[config.mk]
export PLATFORM = sky130hd
export DESIGN_NAME = rlfc_front
export DESIGN_NICKNAME = d
export VERILOG_FILES = /design/src/rtl/assert_macros.svh /design/src/rtl/rlfc_pkg.sv /design/src/rtl/rlfc_front.sv
export SDC_FILE = /design/constraint.sdc
export NUM_CORES = 1
export LEC_CHECK = 0
export ABC_AREA = 1
export BUFFER_PORTS_ARGS = -buffer_cell sky130_fd_sc_hd__buf_2
export CAP_MARGIN = 20
export CORE_ASPECT_RATIO = 1.75
export CORE_MARGIN = 5
export CORE_UTILIZATION = 40
export DETAILED_ROUTE_END_ITERATION = 6
export SLEW_MARGIN = 0
export SYNTH_ARGS = -nofsm -noshare
export SYNTH_HDL_FRONTEND = slang
export SYNTH_SLANG_ARGS = --single-unit
[constraint.sdc]
create_clock -name i_clk -period 6.25 [get_ports i_clk]
set_input_delay 0.625 -clock i_clk [delete_from_list [all_inputs] [get_ports i_clk]]
set_output_delay 0.625 -clock i_clk [all_outputs]
set_load 0.005 [all_outputs]
[src/rtl/assert_macros.svh]
// ----------------------------------------------------------------------------
// Assertion macros used by the top-level RTL file.
// ----------------------------------------------------------------------------
`ifndef ASSERT_MACROS_SVH
`define ASSERT_MACROS_SVH

// Same-cycle implication, checked at every rising edge outside reset.
`define RLFC_ASSERT_IMPL(label, clk, rst_n, ante, cons) \
    label: assert property (@(posedge clk) disable iff (!rst_n) (ante) |-> (cons)) \
        else $error("rlfc: property violated");

// Next-cycle implication, checked at every rising edge outside reset.
`define RLFC_ASSERT_NEXT(label, clk, rst_n, ante, cons) \
    label: assert property (@(posedge clk) disable iff (!rst_n) (ante) |=> (cons)) \
        else $error("rlfc: property violated");

`endif

[src/rtl/rlfc_pkg.sv]
// ----------------------------------------------------------------------------
// rlfc_pkg
// Types and constants shared by the run-length frame class cursor modules.
// ----------------------------------------------------------------------------
package rlfc_pkg;

    // Table geometry.
    localparam int TABLE_DEPTH = 1024;
    localparam int POS_W       = $clog2(TABLE_DEPTH);
    localparam int LIVE_W      = POS_W + 1;

    // Field widths.
    localparam int CMD_W     = 2;
    localparam int INDEX_W   = 10;
    localparam int COUNT_W   = 32;
    localparam int OFFSET_W  = 32;
    localparam int FRAME_W   = 48;
    localparam int VERDICT_W = 2;
    localparam int TOTAL_W   = 11;

    // Walk distance holds a frame delta grown by one negative entry step.
    localparam int DIST_W = FRAME_W + 1;
    // Remaining frames in an entry: count minus offset, signed.
    localparam int REM_W  = COUNT_W + 2;

    // Queue depths.
    localparam int FQ_DEPTH = 4;
    localparam int FQ_PTR_W = $clog2(FQ_DEPTH);
    localparam int OQ_DEPTH = 2;
    localparam int OQ_PTR_W = $clog2(OQ_DEPTH);

    // Configuration port.
    localparam int APB_ADDR_W = 3;
    localparam int APB_DATA_W = 32;
    localparam logic REG_ENTRY_TOTAL = 1'b0;

    typedef enum logic [CMD_W-1:0] {
        CMD_WRITE   = 2'd0,
        CMD_QUERY   = 2'd1,
        CMD_RESTART = 2'd2,
        CMD_NOP     = 2'd3
    } t_cmd;

    typedef enum logic [VERDICT_W-1:0] {
        VERDICT_IN_ORDER  = 2'd0,
        VERDICT_REORDERED = 2'd1,
        VERDICT_UNKNOWN   = 2'd2
    } t_verdict;

    typedef struct packed {
        t_cmd                cmd;
        logic [INDEX_W-1:0]  entry_index;
        logic [COUNT_W-1:0]  entry_count;
        logic [OFFSET_W-1:0] entry_offset;
        logic [FRAME_W-1:0]  target_frame;
    } t_item;

    typedef struct packed {
        logic  vld;
        t_item item;
    } t_front_out;

    typedef struct packed {
        logic     vld;
        t_verdict verdict;
    } t_result;

endpackage

[src/rtl/rlfc_front.sv]
// ----------------------------------------------------------------------------
// rlfc_front
// Accepts command transactions, drops the unused command code and holds the
// rest in a short queue in front of the execution unit.
// ----------------------------------------------------------------------------
module rlfc_front (
    input  logic                i_clk,
    input  logic                i_rst_n,
    input  logic                i_push,
    output logic                o_full,
    input  rlfc_pkg::t_item     i_item,
    output rlfc_pkg::t_front_out o_front,
    input  logic                i_take
);

    rlfc_pkg::t_item                r_q [rlfc_pkg::FQ_DEPTH];
    logic [rlfc_pkg::FQ_PTR_W-1:0]  r_wr_ptr;
    logic [rlfc_pkg::FQ_PTR_W-1:0]  r_rd_ptr;
    logic [rlfc_pkg::FQ_PTR_W:0]    r_count;
    logic [rlfc_pkg::FQ_PTR_W:0]    n_count;
    logic                           w_wr;
    logic                           w_rd;

    // Classification: a no-op command never enters the queue.
    assign o_full = (r_count == (rlfc_pkg::FQ_PTR_W + 1)'(rlfc_pkg::FQ_DEPTH));
    assign w_wr   = i_push && !o_full && (i_item.cmd != rlfc_pkg::CMD_NOP);
    assign w_rd   = i_take && (r_count != '0);

    assign o_front.vld  = (r_count != '0);
    assign o_front.item = r_q[r_rd_ptr];

    // Occupancy update.
    always_comb begin
        n_count = r_count;
        if (w_wr && !w_rd) begin
            n_count = r_count + 1'b1;
        end else if (!w_wr && w_rd) begin
            n_count = r_count - 1'b1;
        end
    end

    // Pointers and count.
    always_ff @(posedge i_clk) begin
        if (!i_rst_n) begin
            r_wr_ptr <= '0;
            r_rd_ptr <= '0;
            r_count  <= '0;
        end else begin
            r_count <= n_count;
            if (w_wr) begin
                r_wr_ptr <= r_wr_ptr + 1'b1;
            end
            if (w_rd) begin
                r_rd_ptr <= r_rd_ptr + 1'b1;
            end
        end
    end

    // Queue storage carries payload only.
    always_ff @(posedge i_clk) begin
        if (w_wr) begin
            r_q[r_wr_ptr] <= i_item;
        end
    end

endmodule

==> impl_metrics.tcl <==
set metrics [dict create \
    outcome "complete, no violations" \
    hold_viol_final 0 \
    cts_tree "built" \
    avgSynthCellArea_um2 14.89 \
    grt.total_usage_pct 16.42 \
    yosys.area.top_type "edfxtp_1" \
    area_delta_synth_final_pct 16.18 \
    crit_required_ps 5620 \
    arrival_ps 3070 \
    irDropWorstVdd_uv 267.2 \
    grt_first_pass_wirelength_um 66860 \
    h-tree-depth 2 \
    synthDominantCellAreaShare_pct 78.83 \
    routed_wl_um 43770 \
    async_flop_share_pct 0 \
    critPathLaunchType "flop" \
    top_usage_layer "met2" \
    drv_cap 0 \
    fp.dieW_um 174.3 \
    synth.distinct_cells 21 \
    fin_ws_ps 2558 \
    insertion_delay_ps 550 \
    drc 0 \
    met1_usage_pct 18.16 \
    antenna_found_initial 10 \
    core_area_um2 46900 \
    cts-hold-fix-buffers 0 \
    synth-seq-cells 505 \
    finalSetupViolCount 0 \
    fin_crit_ps 3692 \
    drtAntennaViolNets 0 \
    synthesis.nets 1403 \
    layout-drive-gt1-share_pct 21.83 \
    yosysWarnings 0 \
    tightest_slew_ps 1086 \
    place_inst 2046 \
    routabilityCongestion 0.7503 \
    maxSlewViolCount 0 \
    crit_path_end_kind "output pin" \
    worst-path-max-fanout 133 \
    fin_area_um2 21950 \
    die_h_um 297.5 \
    dp_slack_ps 2827 \
    grt_setup_unrepaired "no" \
    dp_hpwl_um 24800 \
    die_area_um2 51850 \
    place_area_um2 20510 \
    r2r_start "r_count[0]$_SDFFE_PN0P_" \
    cts_made_buffers 45 \
    fin_cells 2136 \
    clock_skew_ps 21.22 \
    root_buffer "clkbuf_16" \
    final_core_util_pct 46.80 \
    first_global_vias 11670 \
    start_util_pct 40.28 \
    yosysSeqAreaShare_pct 79.79 \
    cp_slowest_stage_delay_ps 650 \
    critPathKind "flop to output pin" \
    viasPerCell 5.272 \
    drtIter0Drc 668 \
    cts_num_sinks 505 \
    synth_edf_count 496 \
    drt_first_pass_iters 5 \
    synthFlopType "edfxtp_1" \
    clockBufferDepth 3 \
    slew_headroom_pct 27.59 \
    slowest_stage "inv_8" \
    num_vias 11260 \
    cts.clk_slew.worst_paths_ps 70 \
    synthTopCellsByArea "edfxtp_1 79%, nor2_1 5.2%, o22ai_1 4.1%" \
    netlist_area_um2 18890 \
    powerDensity_nw_per_um2 389.7 \
    numPortBuffers 253 \
    synthCells 1269 \
    use_met3_pct 4.094 \
    grt_use_met2_pct 29.77 \
    worstPathCellList "inv_8 > buf_4 > o21ai_1 > o22ai_1 > buf_2" \
    p_leak_nw 7.553 \
    placement_rows 105 \
    cts_resized 0 \
    min-delay-path-class "input port to flop" \
    min_from "i_item[116]" \
    io_pins 254 \
    wire_per_inst_um 20.49 \
    grt_max_degree 134 \
    post-route-period-util_pct 59.08 \
    fin_nets 1640 \
    grt-ovfl-total 0 \
    post_cts_buffers 0 \
    fmax_ghz 0.2708 \
]
## metal layers
layer / vias up / routed length, um
li1: 5277 / -
met1: 5572 / 16540
met2: 328 / 22720
met3: 83 / 2843
met4: 0 / 1663
met5: - / 0
## where the power goes
| group | total [mW] | leakage [nW] | internal [mW] | switching, mW |
|---|---|---|---|---|
| clock | 2.61 | 0.667 | 1.46 | 1.15 |
| combinational | 1.82 | 2.29 | 0.617 | 1.20 |
| sequential | 4.13 | 4.60 | 4.02 | 0.112 |
## Yosys cell counts, types with 6 or more instances
cell type	number
edfxtp_1	496
nor2_1	262
o21ai_0	142
o22ai_1	124
o21ai_1	107
buf_6	26
clkbuf_1	22
buf_2	21
inv_1	16
nand2_1	15
dfxtp_1	9
clkbuf_2	6
## placed cells by master, fill, tap and decap left out, types with 15 or more instances in the layout
| cell | instances |
|---|---|
| edfxtp_1 | 496 |
| nor2_1 | 258 |
| buf_2 | 253 |
| o21ai_0 | 142 |
| o22ai_1 | 124 |
| o21ai_1 | 107 |
| clkbuf_16 | 46 |
| inv_1 | 16 |
| buf_4 | 16 |
| nand2_1 | 15 |
## state kept, by name, indices dropped and copies added (netlist names), named ones only
name and flops:
r_wr_ptr 2, r_count 3, r_q 496, r_rd_ptr 2
## area by class of cell
type / count / area, um^2
inverters: 18 / 80.08
clock inverters: 19 / 157.7
flip-flops and latches: 505 / 15080
fillers: 4075 / 24950
well taps: 588 / 735.7
diodes: 9 / 22.52
multi-input cells: 666 / 3231
repair buffers: 270 / 1414
clock buffers: 61 / 1227
## cells by family (layout without fill, tap and decap cells)
| group | after synthesis | in the layout | share of synthesized area (%) |
|---|---|---|---|
| other | 0 | 9 | 0 |
| AND/OR/NAND/NOR | 282 | 282 | 5.649 |
| flip-flops | 505 | 505 | 79.79 |
| XOR/XNOR | 1 | 1 | 0.04637 |
| AO/OA/AOI/OAI | 377 | 377 | 10.81 |
| buffers and inverters | 98 | 368 | 3.272 |
| adder cells (fa/ha/maj) | 6 | 6 | 0.4371 |
## critical path: cells and delay by family, from the launching register on
kind	cells	cell delay (ps)
compound gates	2	400
buf+inv	3	1470
flops	1	540
## final timing paths
path | to | slack (ps) | cells after the start
worst min-delay path | r_q[1][116]$_DFFE_PP_ | 280 | 1
worst min register to register | flop | 500 | 2
worst max register to register | r_q[3][60]$_DFFE_PP_ | 3450 | 5
worst max-delay path | o_front[33] | 2560 | 5
## stage by stage
stage	TNS, ps	hold slack [ps]	power [mW]
5_1_grt	0	256.9	9.019
6_report	0	278.1	8.555
2_1_floorplan	-242230	464.8	5.329
3_3_place_gp	0	483.7	6.019
4_1_cts	0	244.0	8.684
3_5_place_dp	0	489.6	6.068
No activity file was read; power rests on OpenSTA's default activity.
