`src/rtl/assert_macros.svh`:
```
// ----------------------------------------------------------------------------
// Assertion macros used by the top-level RTL file.
// ----------------------------------------------------------------------------
`ifndef ASSERT_MACROS_SVH
`define ASSERT_MACROS_SVH

// Same-cycle implication, checked at every rising edge outside reset.
`define RLFC_ASSERT_IMPL(label, clk, rst_n, ante, cons) \
    label: assert property (@(posedge clk) disable iff (!rst_n) (ante) |-> (cons)) \
        else $error("rlfc: property violated");

// Next-cycle implication, checked at every rising edge outside reset.
`define RLFC_ASSERT_NEXT(label, clk, rst_n, ante, cons) \
    label: assert property (@(posedge clk) disable iff (!rst_n) (ante) |=> (cons)) \
        else $error("rlfc: property violated");

`endif

```
`src/rtl/rlfc_pkg.sv`:
```
// ----------------------------------------------------------------------------
// rlfc_pkg
// Types and constants shared by the run-length frame class cursor modules.
// ----------------------------------------------------------------------------
package rlfc_pkg;

    // Table geometry.
    localparam int TABLE_DEPTH = 1024;
    localparam int POS_W       = $clog2(TABLE_DEPTH);
    localparam int LIVE_W      = POS_W + 1;

    // Field widths.
    localparam int CMD_W     = 2;
    localparam int INDEX_W   = 10;
    localparam int COUNT_W   = 32;
    localparam int OFFSET_W  = 32;
    localparam int FRAME_W   = 48;
    localparam int VERDICT_W = 2;
    localparam int TOTAL_W   = 11;

    // Walk distance holds a frame delta grown by one negative entry step.
    localparam int DIST_W = FRAME_W + 1;
    // Remaining frames in an entry: count minus offset, signed.
    localparam int REM_W  = COUNT_W + 2;

    // Queue depths.
    localparam int FQ_DEPTH = 4;
    localparam int FQ_PTR_W = $clog2(FQ_DEPTH);
    localparam int OQ_DEPTH = 2;
    localparam int OQ_PTR_W = $clog2(OQ_DEPTH);

    // Configuration port.
    localparam int APB_ADDR_W = 3;
    localparam int APB_DATA_W = 32;
    localparam logic REG_ENTRY_TOTAL = 1'b0;

    typedef enum logic [CMD_W-1:0] {
        CMD_WRITE   = 2'd0,
        CMD_QUERY   = 2'd1,
        CMD_RESTART = 2'd2,
        CMD_NOP     = 2'd3
    } t_cmd;

    typedef enum logic [VERDICT_W-1:0] {
        VERDICT_IN_ORDER  = 2'd0,
        VERDICT_REORDERED = 2'd1,
        VERDICT_UNKNOWN   = 2'd2
    } t_verdict;

    typedef struct packed {
        t_cmd                cmd;
        logic [INDEX_W-1:0]  entry_index;
        logic [COUNT_W-1:0]  entry_count;
        logic [OFFSET_W-1:0] entry_offset;
        logic [FRAME_W-1:0]  target_frame;
    } t_item;

    typedef struct packed {
        logic  vld;
        t_item item;
    } t_front_out;

    typedef struct packed {
        logic     vld;
        t_verdict verdict;
    } t_result;

endpackage

```
`src/rtl/rlfc_outq.sv`:
```
// ----------------------------------------------------------------------------
// rlfc_outq
// Result queue that decouples the execution unit from the result consumer.
// ----------------------------------------------------------------------------
module rlfc_outq (
    input  logic                i_clk,
    input  logic                i_rst_n,
    input  rlfc_pkg::t_result   i_result,
    output logic                o_full,
    output logic                o_empty,
    input  logic                i_pop,
    output rlfc_pkg::t_verdict  o_verdict
);

    rlfc_pkg::t_verdict             r_q [rlfc_pkg::OQ_DEPTH];
    logic [rlfc_pkg::OQ_PTR_W-1:0]  r_wr_ptr;
    logic [rlfc_pkg::OQ_PTR_W-1:0]  r_rd_ptr;
    logic [rlfc_pkg::OQ_PTR_W:0]    r_count;
    logic [rlfc_pkg::OQ_PTR_W:0]    n_count;
    logic                           w_wr;
    logic                           w_rd;

    assign o_full    = (r_count == (rlfc_pkg::OQ_PTR_W + 1)'(rlfc_pkg::OQ_DEPTH));
    assign o_empty   = (r_count == '0);
    assign o_verdict = r_q[r_rd_ptr];
    assign w_wr      = i_result.vld && !o_full;
    assign w_rd      = i_pop && !o_empty;

    // Occupancy update.
    always_comb begin
        n_count = r_count;
        if (w_wr && !w_rd) begin
            n_count = r_count + 1'b1;
        end else if (!w_wr && w_rd) begin
            n_count = r_count - 1'b1;
        end
    end

    // Pointers and count.
    always_ff @(posedge i_clk) begin
        if (!i_rst_n) begin
            r_wr_ptr <= '0;
            r_rd_ptr <= '0;
            r_count  <= '0;
        end else begin
            r_count <= n_count;
            if (w_wr) begin
                r_wr_ptr <= r_wr_ptr + 1'b1;
            end
            if (w_rd) begin
                r_rd_ptr <= r_rd_ptr + 1'b1;
            end
        end
    end

    // Result storage.
    always_ff @(posedge i_clk) begin
        if (w_wr) begin
            r_q[r_wr_ptr] <= i_result.verdict;
        end
    end

endmodule

```
`config.mk`:
```
export PLATFORM = sky130hd
export DESIGN_NAME = rlfc_outq
export DESIGN_NICKNAME = d
export VERILOG_FILES = /design/src/rtl/assert_macros.svh /design/src/rtl/rlfc_pkg.sv /design/src/rtl/rlfc_outq.sv
export SDC_FILE = /design/constraint.sdc
export NUM_CORES = 1
export LEC_CHECK = 0
export BUFFER_PORTS_ARGS = -buffer_cell sky130_fd_sc_hd__buf_2
export CORE_AREA = 2 2 39 41
export CTS_CLUSTER_SIZE = 16
export DETAILED_ROUTE_END_ITERATION = 12
export DIE_AREA = 0 0 41 43
export GPL_ROUTABILITY_DRIVEN = 1
export PLACE_DENSITY_LB_ADDON = 0.12
export SETUP_SLACK_MARGIN = 0.02
export SLEW_MARGIN = 20
export SYNTH_ARGS = -nofsm -noshare
export SYNTH_HDL_FRONTEND = slang
export SYNTH_SLANG_ARGS = --single-unit
```
`constraint.sdc`:
```
create_clock -name i_clk -period 1.9 [get_ports i_clk]
set_input_delay 0.095 -clock i_clk [delete_from_list [all_inputs] [get_ports i_clk]]
set_output_delay 0.095 -clock i_clk [all_outputs]
set_load 0.02 [all_outputs]
```
==> results.json, run 1 <==
{
  "grt_pass1_vias": 272,
  "fp.dieH_um": 43,
  "pwr_density_cell_nw_per_um2": 1500,
  "cts_resized": 0,
  "fin_nets": 52,
  "cp_slowest_cell": "dfxtp_1",
  "cts-buffers-inserted": 3,
  "finalClockSkew_ps": 5.18,
  "cts_tree": "done",
  "hold_class": "in -> reg",
  "cts_root_buffer": "clkbuf_4",
  "max-clock-path-buffers": 2,
  "drt-pass1-iter-count": 2,
  "rsz0062_at_grt": "no",
  "viasPerCell": 4.22,
  "fmax_mhz": 627,
  "fin_crit_sh_pct": 83.9,
  "cap_viol_max_count": 0,
  "grt_pass1_wl_mm": 1.06,
  "critPathMaxFanout": 5,
  "die-area_um2": 1760,
  "start_util_pct": 27.2,
  "path_cells": "nand2b_1 -> inv_2 -> nor2_1 -> ha_1 -> or3_1 -> a21boi_1",
  "syn2layout_area_growth_pct": 24.3,
  "path_buf_inv": 1,
  "ys_seq_area_share_pct": 58.5,
  "worst_path_largest_cell_delay_ps": 410,
  "report.final.hold_viol_count": 0,
  "instances_no_fill": 60,
  "cts_hold_buf": 0,
  "fin_crit_ps": 1590,
  "diodes": 0,
  "critPathLaunchType": "flop",
  "final_common_cell": "buf_2",
  "syn_area_um2": 377,
  "rrSetupSlack_ps": 310,
  "grt_max_degree": 6,
  "yosys_warnings": 0,
  "clock_sinks": 9,
  "final_cell_mix": "9 x buf_2, 5 x dfxtp_1, 4 x edfxtp_1, 3 x and2_1, 3 x clkbuf_4",
  "route.detailed.wl_per_inst_um": 9.93,
  "required_ps": 2090,
  "route.detailed.drc": 0,
  "insertion_delay_ps": 250,
  "grt_overflow": 0,
  "maxSlewHeadroom_pct": 83.1,
  "arrival_ps": 1790,
  "finalMaxSlewViolations": 0,
  "syn_avg_cell_area_um2": 12.1,
  "synth_cell_types": 19,
  "synth_cells": 31,
  "tightest_slew_ps": 252,
  "num_vias": 253,
  "cts_setup_buffers": 0,
  "hold_path_end": "r_q[0][1]$_DFFE_PP_",
  "path_delay_family": "simple AND/OR/NAND/NOR gates",
  "drtIter0Drc": 3,
  "r2r-end": "r_count[1]$_SDFFE_PN0P_",
  "p_leak_nw": 0.198,
  "routed_wl_um": 596,
  "port_buffers": 9,
  "rows": 14,
  "grt.total_usage_pct": 9.63,
  "synth_fp_nets": 38,
  "outcome": "finished clean",
  "antenna_found_initial": 0,
  "cp-end-kind": "flop",
  "h-tree-depth": 1,
  "ioPinCount": 10,
  "whs_path_depth": 1,
  "clk_pin_slew_ps": 60,
  "fp.dieW_um": 41,
  "setup_viol": 0,
  "crit_type": "reg -> reg",
  "reg2reg_depth": 6,
  "fin_tns_setup_ps": 0,
  "gp_congestion": 0.624,
  "hold_start": "i_result[1]",
  "coreArea_um2": 1380,
  "hpwlAfterDp_um": 465,
  "r2r-start": "r_count[0]$_SDFFE_PN0P_",
  "ant_nets": 0,
  "synth-seq-cells": 9,
  "dp_cells": 56,
  "drive_gt1_share_pct": 36.4,
  "irDropWorstVdd_uv": 467
}
Yosys cell counts:
master	number	area, um2
dfxtp_1	5	100
edfxtp_1	4	120
and2_1	3	18.8
mux2_2	2	22.5
nor2_1	2	7.51
xnor2_1	2	17.5
a21boi_0	1	7.51
a21boi_1	1	7.51
and3_1	1	6.26
ha_1	1	12.5
inv_1	1	3.75
inv_2	1	3.75
nand2b_1	1	6.26
nor3_2	1	10.0
o21a_1	1	7.51
o21ai_0	1	5.00
o21ai_1	1	5.00
or3_1	1	6.26
xor2_1	1	8.76
metrics by stage:
step / setup WS (ps) / total power [mW] / instance area [um2] / utilization [%] / hold slack, ps
after floorplan: 345 / 0.496 / 377 / - / 194
after global placement: 368 / 0.558 / 442 / 31.9 / 285
after detailed placement: 283 / 0.566 / 442 / 31.9 / 288
after CTS: 271 / 0.719 / 468 / 33.8 / 22.0
after global routing: 131 / 0.769 / 468 / 33.8 / 15.2
final: 305 / 0.700 / 468 / 33.8 / 34.7
worst max path at each step:
stage	start	end	slack [ps]	cells after the start
global placement	r_count[0]$_SDFFE_PN0P_	r_count[1]$_SDFFE_PN0P_	370	6
detailed placement	r_count[0]$_SDFFE_PN0P_	r_count[1]$_SDFFE_PN0P_	280	6
finish	r_count[0]$_SDFFE_PN0P_	r_count[1]$_SDFFE_PN0P_	310	6
global route	r_count[0]$_SDFFE_PN0P_	r_count[1]$_SDFFE_PN0P_	130	6
CTS	r_count[0]$_SDFFE_PN0P_	r_count[1]$_SDFFE_PN0P_	270	6
floorplan	r_count[0]$_SDFFE_PN0P_	r_count[1]$_SDFFE_PN0P_	350	6
per-layer routing:
metal | up-vias | routed length, um | global-route usage, %
met1 | 115 | 252 | 10.9
li1 | 132 | - | -
met4 | 0 | 0 | 8.00
met2 | 6 | 316 | 12.5
met3 | 0 | 28 | 5.24
met5 | - | 0 | 0
logic make-up after synthesis:
kind of cell | after synthesis | share of synthesized area [%]
xor gates and xnor gates | 3 | 6.98
AOI/OAI and AO/OA | 5 | 8.64
and+or+nand+nor | 9 | 14.6
DFF | 9 | 58.5
muxes | 2 | 5.98
buffers and inverters | 2 | 1.99
adders and majority gates | 1 | 3.32
layout make-up:
class                   instances  area [um2]
clock buffers                   4        26.3
fillers                       137         916
inverters                       2        7.51
multi-input cells              20         149
flip-flops and latches          9         220
well taps                      16        20.0
repair buffers                  9        45.0
power breakdown:
| group | internal (mW) | switching [mW] |
|---|---|---|
| clock | 0.0806 | 0.0616 |
| sequential | 0.255 | 0.0374 |
| combinational | 0.125 | 0.140 |
| total | 0.461 | 0.239 |
Note: power is estimated with default switching activity, not from simulation.
==> run 2: changes to the inputs <==
- clock period: 1.9 -> 1.45 ns (I/O delays scaled with it)
==> results.json, run 2 (same netlist as run 1, synthesis figures left out) <==
{
  "final_common_cell": "buf_2",
  "h-tree-depth": 1,
  "drive_gt1_share_pct": 55.3,
  "hold_class": "in -> reg",
  "fin_crit_sh_pct": 96.1,
  "setup_viol": 0,
  "clock_sinks": 9,
  "viasPerCell": 4.32,
  "required_ps": 1640,
  "path_cells": "nand2b_4 -> inv_4 -> nor2_4 -> ha_4 -> xor2_2 -> or3_1 -> a21boi_2",
  "critPathLaunchType": "flop",
  "syn2layout_area_growth_pct": 44.2,
  "arrival_ps": 1580,
  "antenna_found_initial": 0,
  "port_buffers": 9,
  "drt-pass1-iter-count": 1,
  "ant_nets": 0,
  "final_util_pct": 39.2,
  "tightest_slew_ps": 279,
  "fin_tns_setup_ps": 0,
  "cts-buffers-inserted": 3,
  "clk_pin_slew_ps": 60,
  "fillCellCount": 138,
  "fp.dieH_um": 43,
  "grt_pass1_wl_mm": 1.02,
  "grt_overflow": 0,
  "crit_type": "reg -> reg",
  "die-area_um2": 1760,
  "final_cell_mix": "9 x buf_2, 4 x edfxtp_1, 3 x and2_1, 3 x dfxtp_1, 3 x clkbuf_4",
  "max-clock-path-buffers": 2,
  "route.detailed.drc": 0,
  "routed_wl_um": 647,
  "crit_path_end": "r_count[1]$_SDFFE_PN0P_",
  "gp_congestion": 0.656,
  "cts_tree": "done",
  "fin_crit_ps": 1390,
  "rsz0062_at_grt": "yes",
  "maxSlewHeadroom_pct": 81.3,
  "drtIter0Drc": 0,
  "finalMaxSlewViolations": 0,
  "p_leak_nw": 0.220,
  "worst_path_largest_cell_delay_ps": 350,
  "grt.total_usage_pct": 8.72,
  "cts_root_buffer": "clkbuf_4",
  "finalClockSkew_ps": 1.91,
  "pwr_density_cell_nw_per_um2": 1950,
  "design_power_total_mw": 1.06,
  "fp.dieW_um": 41,
  "cap_viol_max_count": 0,
  "fin_nets": 55,
  "rows": 14,
  "grt_pass1_vias": 267,
  "fmax_mhz": 718,
  "outcome": "finished clean",
  "grt_max_degree": 6,
  "seq_area_um2": 225,
  "report.final.hold_viol_count": 0,
  "startpoint": "r_count[0]$_SDFFE_PN0P_",
  "ioPinCount": 10,
  "dp_cells": 57,
  "coreArea_um2": 1380,
  "cp-end-kind": "flop",
  "reg2reg_depth": 7,
  "insertion_delay_ps": 250,
  "num_vias": 272,
  "rrSetupSlack_ps": 60,
  "route.detailed.wl_per_inst_um": 10.3,
  "critPathMaxFanout": 4,
  "multiInputGateArea_um2": 191,
  "cp_slowest_cell": "dfxtp_4",
  "r2r-start": "r_count[0]$_SDFFE_PN0P_",
  "hpwlAfterDp_um": 516,
  "start_util_pct": 27.2,
  "irDropWorstVdd_uv": 630,
  "holdWs_ps": 16.0,
  "r2r-end": "r_count[1]$_SDFFE_PN0P_",
  "diodes": 0,
  "instances_no_fill": 63
}
[run 2: cell count changes in the layout (fill, tap and decap cells not counted), sizes merged]
cell	change
dlygate4sd3	+1
buf	+2
[run 2: worst min-delay path by stage]
stage,slack (ps),to,startpoint,depth (start not counted)
2_1_floorplan,170,r_q[0][0]$_DFFE_PP_,i_result[0],0
3_3_place_gp,260,r_q[0][0]$_DFFE_PP_,i_result[0],1
3_5_place_dp,270,r_q[1][1]$_DFFE_PP_,i_result[1],1
4_1_cts,7,r_q[1][1]$_DFFE_PP_,i_result[1],1
5_1_grt,10,r_q[0][0]$_DFFE_PP_,i_result[0],1
6_report,20,r_q[1][0]$_DFFE_PP_,i_result[0],1
[run 2: per-layer routing]
metal  vias up  GRT usage [%]  wire [um]
li1        136              -          -
met5         -              0          0
met3         0           2.09         34
met4         0           4.00          0
met2         6           16.3        373
met1       130           7.97        239
[run 2: worst max-delay path: cells and delay by family, from the launching register on]
| kind | cells | cell delay (ps) |
|---|---|---|
| AND/OR/NAND/NOR | 3 | 500 |
| flip-flops | 1 | 350 |
| adder cells (fa/ha/maj) | 1 | 160 |
| XOR/XNOR | 1 | 140 |
| AO/OA/AOI/OAI | 1 | 110 |
| buffers and inverters | 1 | 60 |
[run 2: cell type report]
type,count,share of cell area [%]
timing repair buffer,12,12.9
inverter,2,1.84
multi-input combinational,20,35.3
sequential,9,41.5
tap,16,3.69
clock buffer,4,4.84
[run 2: repair_timing]
action                     in CTS  in global routing
hold buffers                    0                  1
gates resized for setup         5                  3
buffers inserted                1                  0
pin swaps                       2                  1
setup endpoints to repair       1                  1
hold endpoints to repair        0                  2
[run 2: where the power goes]
group | switching [mW] | internal (mW) | total (mW)
Clock | 0.0793 | 0.106 | 0.185
Combinational | 0.232 | 0.244 | 0.477
Sequential | 0.0558 | 0.344 | 0.400
Total | 0.367 | 0.694 | 1.06
[run 2: metrics by stage]
step | cell area, um2 | setup slack (ps)
3_3_place_gp | 463 | 22.6
2_1_floorplan | 390 | 19.2
5_1_grt | 543 | -28.8
6_report | 543 | 56.6
3_5_place_dp | 463 | -16.1
4_1_cts | 519 | 37.3
==> run 3: changes to the inputs <==
- CELL_PAD_IN_SITES_DETAIL_PLACEMENT: unset -> 1
- CELL_PAD_IN_SITES_GLOBAL_PLACEMENT: unset -> 1
- GPL_TIMING_DRIVEN: unset -> 0
==> results.json, run 3 (same netlist as run 1, synthesis figures left out) <==
{
  "grt_max_degree": 7,
  "ant_nets": 0,
  "diodes": 0,
  "fp.dieH_um": 43,
  "cts_tree": "done",
  "cts_root_buffer": "clkbuf_4",
  "routed_wl_um": 759,
  "fmax_mhz": 703,
  "grt_overflow": 0,
  "critPathLaunchType": "flop",
  "cts-buffers-inserted": 3,
  "required_ps": 1650,
  "arrival_ps": 1620,
  "grt_pass1_wl_mm": 1.32,
  "r2r-start": "r_count[0]$_SDFFE_PN0P_",
  "route.detailed.drc": 0,
  "fin_tns_setup_ps": 0,
  "route.detailed.wl_per_inst_um": 12.0,
  "num_vias": 273,
  "hold_class": "in -> reg",
  "fin_crit_sh_pct": 98.1,
  "clk_pin_slew_ps": 70,
  "startpoint": "r_count[0]$_SDFFE_PN0P_",
  "crit_type": "reg -> reg",
  "syn2layout_area_growth_pct": 44.2,
  "outcome": "finished clean",
  "drive_gt1_share_pct": 53.2,
  "hold_start": "i_rst_n",
  "tightest_slew_ps": 266,
  "h-tree-depth": 1,
  "grt_pass1_vias": 321,
  "start_util_pct": 27.2,
  "insertion_delay_ps": 270,
  "setup_viol": 0,
  "ioPinCount": 10,
  "antenna_found_initial": 0,
  "maxSlewHeadroom_pct": 82.2,
  "pwr_density_cell_nw_per_um2": 1960,
  "coreArea_um2": 1380,
  "finalClockSkew_ps": 3.15,
  "finalMaxSlewViolations": 0,
  "rows": 14,
  "gp_congestion": 0.602,
  "viasPerCell": 4.33,
  "final_util_pct": 39.2,
  "p_leak_nw": 0.221,
  "grt.total_usage_pct": 12.2,
  "fin_crit_ps": 1420,
  "max-clock-path-buffers": 2,
  "fp.dieW_um": 41,
  "fin_nets": 55,
  "critPathMaxFanout": 3,
  "cp-end-kind": "flop",
  "die-area_um2": 1760,
  "hpwlAfterDp_um": 530,
  "report.final.hold_viol_count": 0,
  "cap_viol_max_count": 0,
  "final_cell_mix": "9 x buf_2, 4 x edfxtp_1, 3 x and2_1, 3 x dfxtp_1, 3 x clkbuf_4",
  "rsz0062_at_grt": "yes",
  "clock_sinks": 9,
  "port_buffers": 9,
  "irDropWorstVdd_uv": 765,
  "drt-pass1-iter-count": 4,
  "drtIter0Drc": 5,
  "final_common_cell": "buf_2"
}
## run 3: cell types whose count changed in the layout (fill, tap and decap cells not counted)
cell / change
a21boi_1: +1
a21boi_2: -1
buf_4: -1
clkbuf_1: -1
clkinv_2: +1
dlygate4sd3_1: +1
## run 3: per-stage QoR
step	cell area, um2	total power, mW	cells	setup WS (ps)	hold slack (ps)
after global placement	455	0.758	56	6.73	262
after floorplan	390	0.683	31	19.2	171
after detailed placement	455	0.789	56	-61.5	267
after CTS	536	1.06	63	23.0	69.0
final	543	1.07	63	27.4	74.7
after global routing	543	1.15	63	-47.9	70.2
## run 3: cell type report
type / count / area (um2)
clock buffers: 3 / 22.5
multi-input cells: 20 / 188
inverters: 2 / 10.0
flip-flops and latches: 9 / 225
fillers: 156 / 841
clock inverters: 1 / 5.00
repair buffers: 12 / 72.6
well taps: 16 / 20.0
## run 3: metal layers
| layer | part of all wire, % | global-route usage, % |
|---|---|---|
| met5 | 0 | 0 |
| met4 | 2.2 | 12.0 |
| met3 | 2.9 | 3.14 |
| met2 | 58 | 19.7 |
| met1 | 36 | 11.1 |
## run 3: what timing repair did
action / in CTS / in global routing
hold buffers: 2 / 0
endpoints found under the setup margin: 1 / 1
buffers inserted: 1 / 0
resized for setup: 6 / 1
hold endpoints to repair: 4 / 0
pin swaps: 1 / 0
## run 3: path summary, 6_finish.rpt
kind,to,slack (ps),cells past startpoint
hold reg to reg,r_count[1]$_SDFFE_PN0P_,530,2
hold / removal,r_wr_ptr$_SDFFE_PN0P_,70,2
setup / recovery,r_count[1]$_SDFFE_PN0P_,30,6
setup reg to reg,r_count[1]$_SDFFE_PN0P_,30,6
## run 3: worst max-delay path, cell delays in order (launching register included)
cell and delay, ps:
dfxtp_4 360, nand2b_4 140, inv_4 50, nor2_4 100, ha_4 210, or3_1 370
a21boi_1 120
## run 3: power by group
part           total [mW]  internal [mW]  switching [mW]
sequential          0.398          0.344          0.0545
clock               0.201          0.102          0.0992
combinational       0.466          0.229           0.238
total                1.07          0.675           0.391
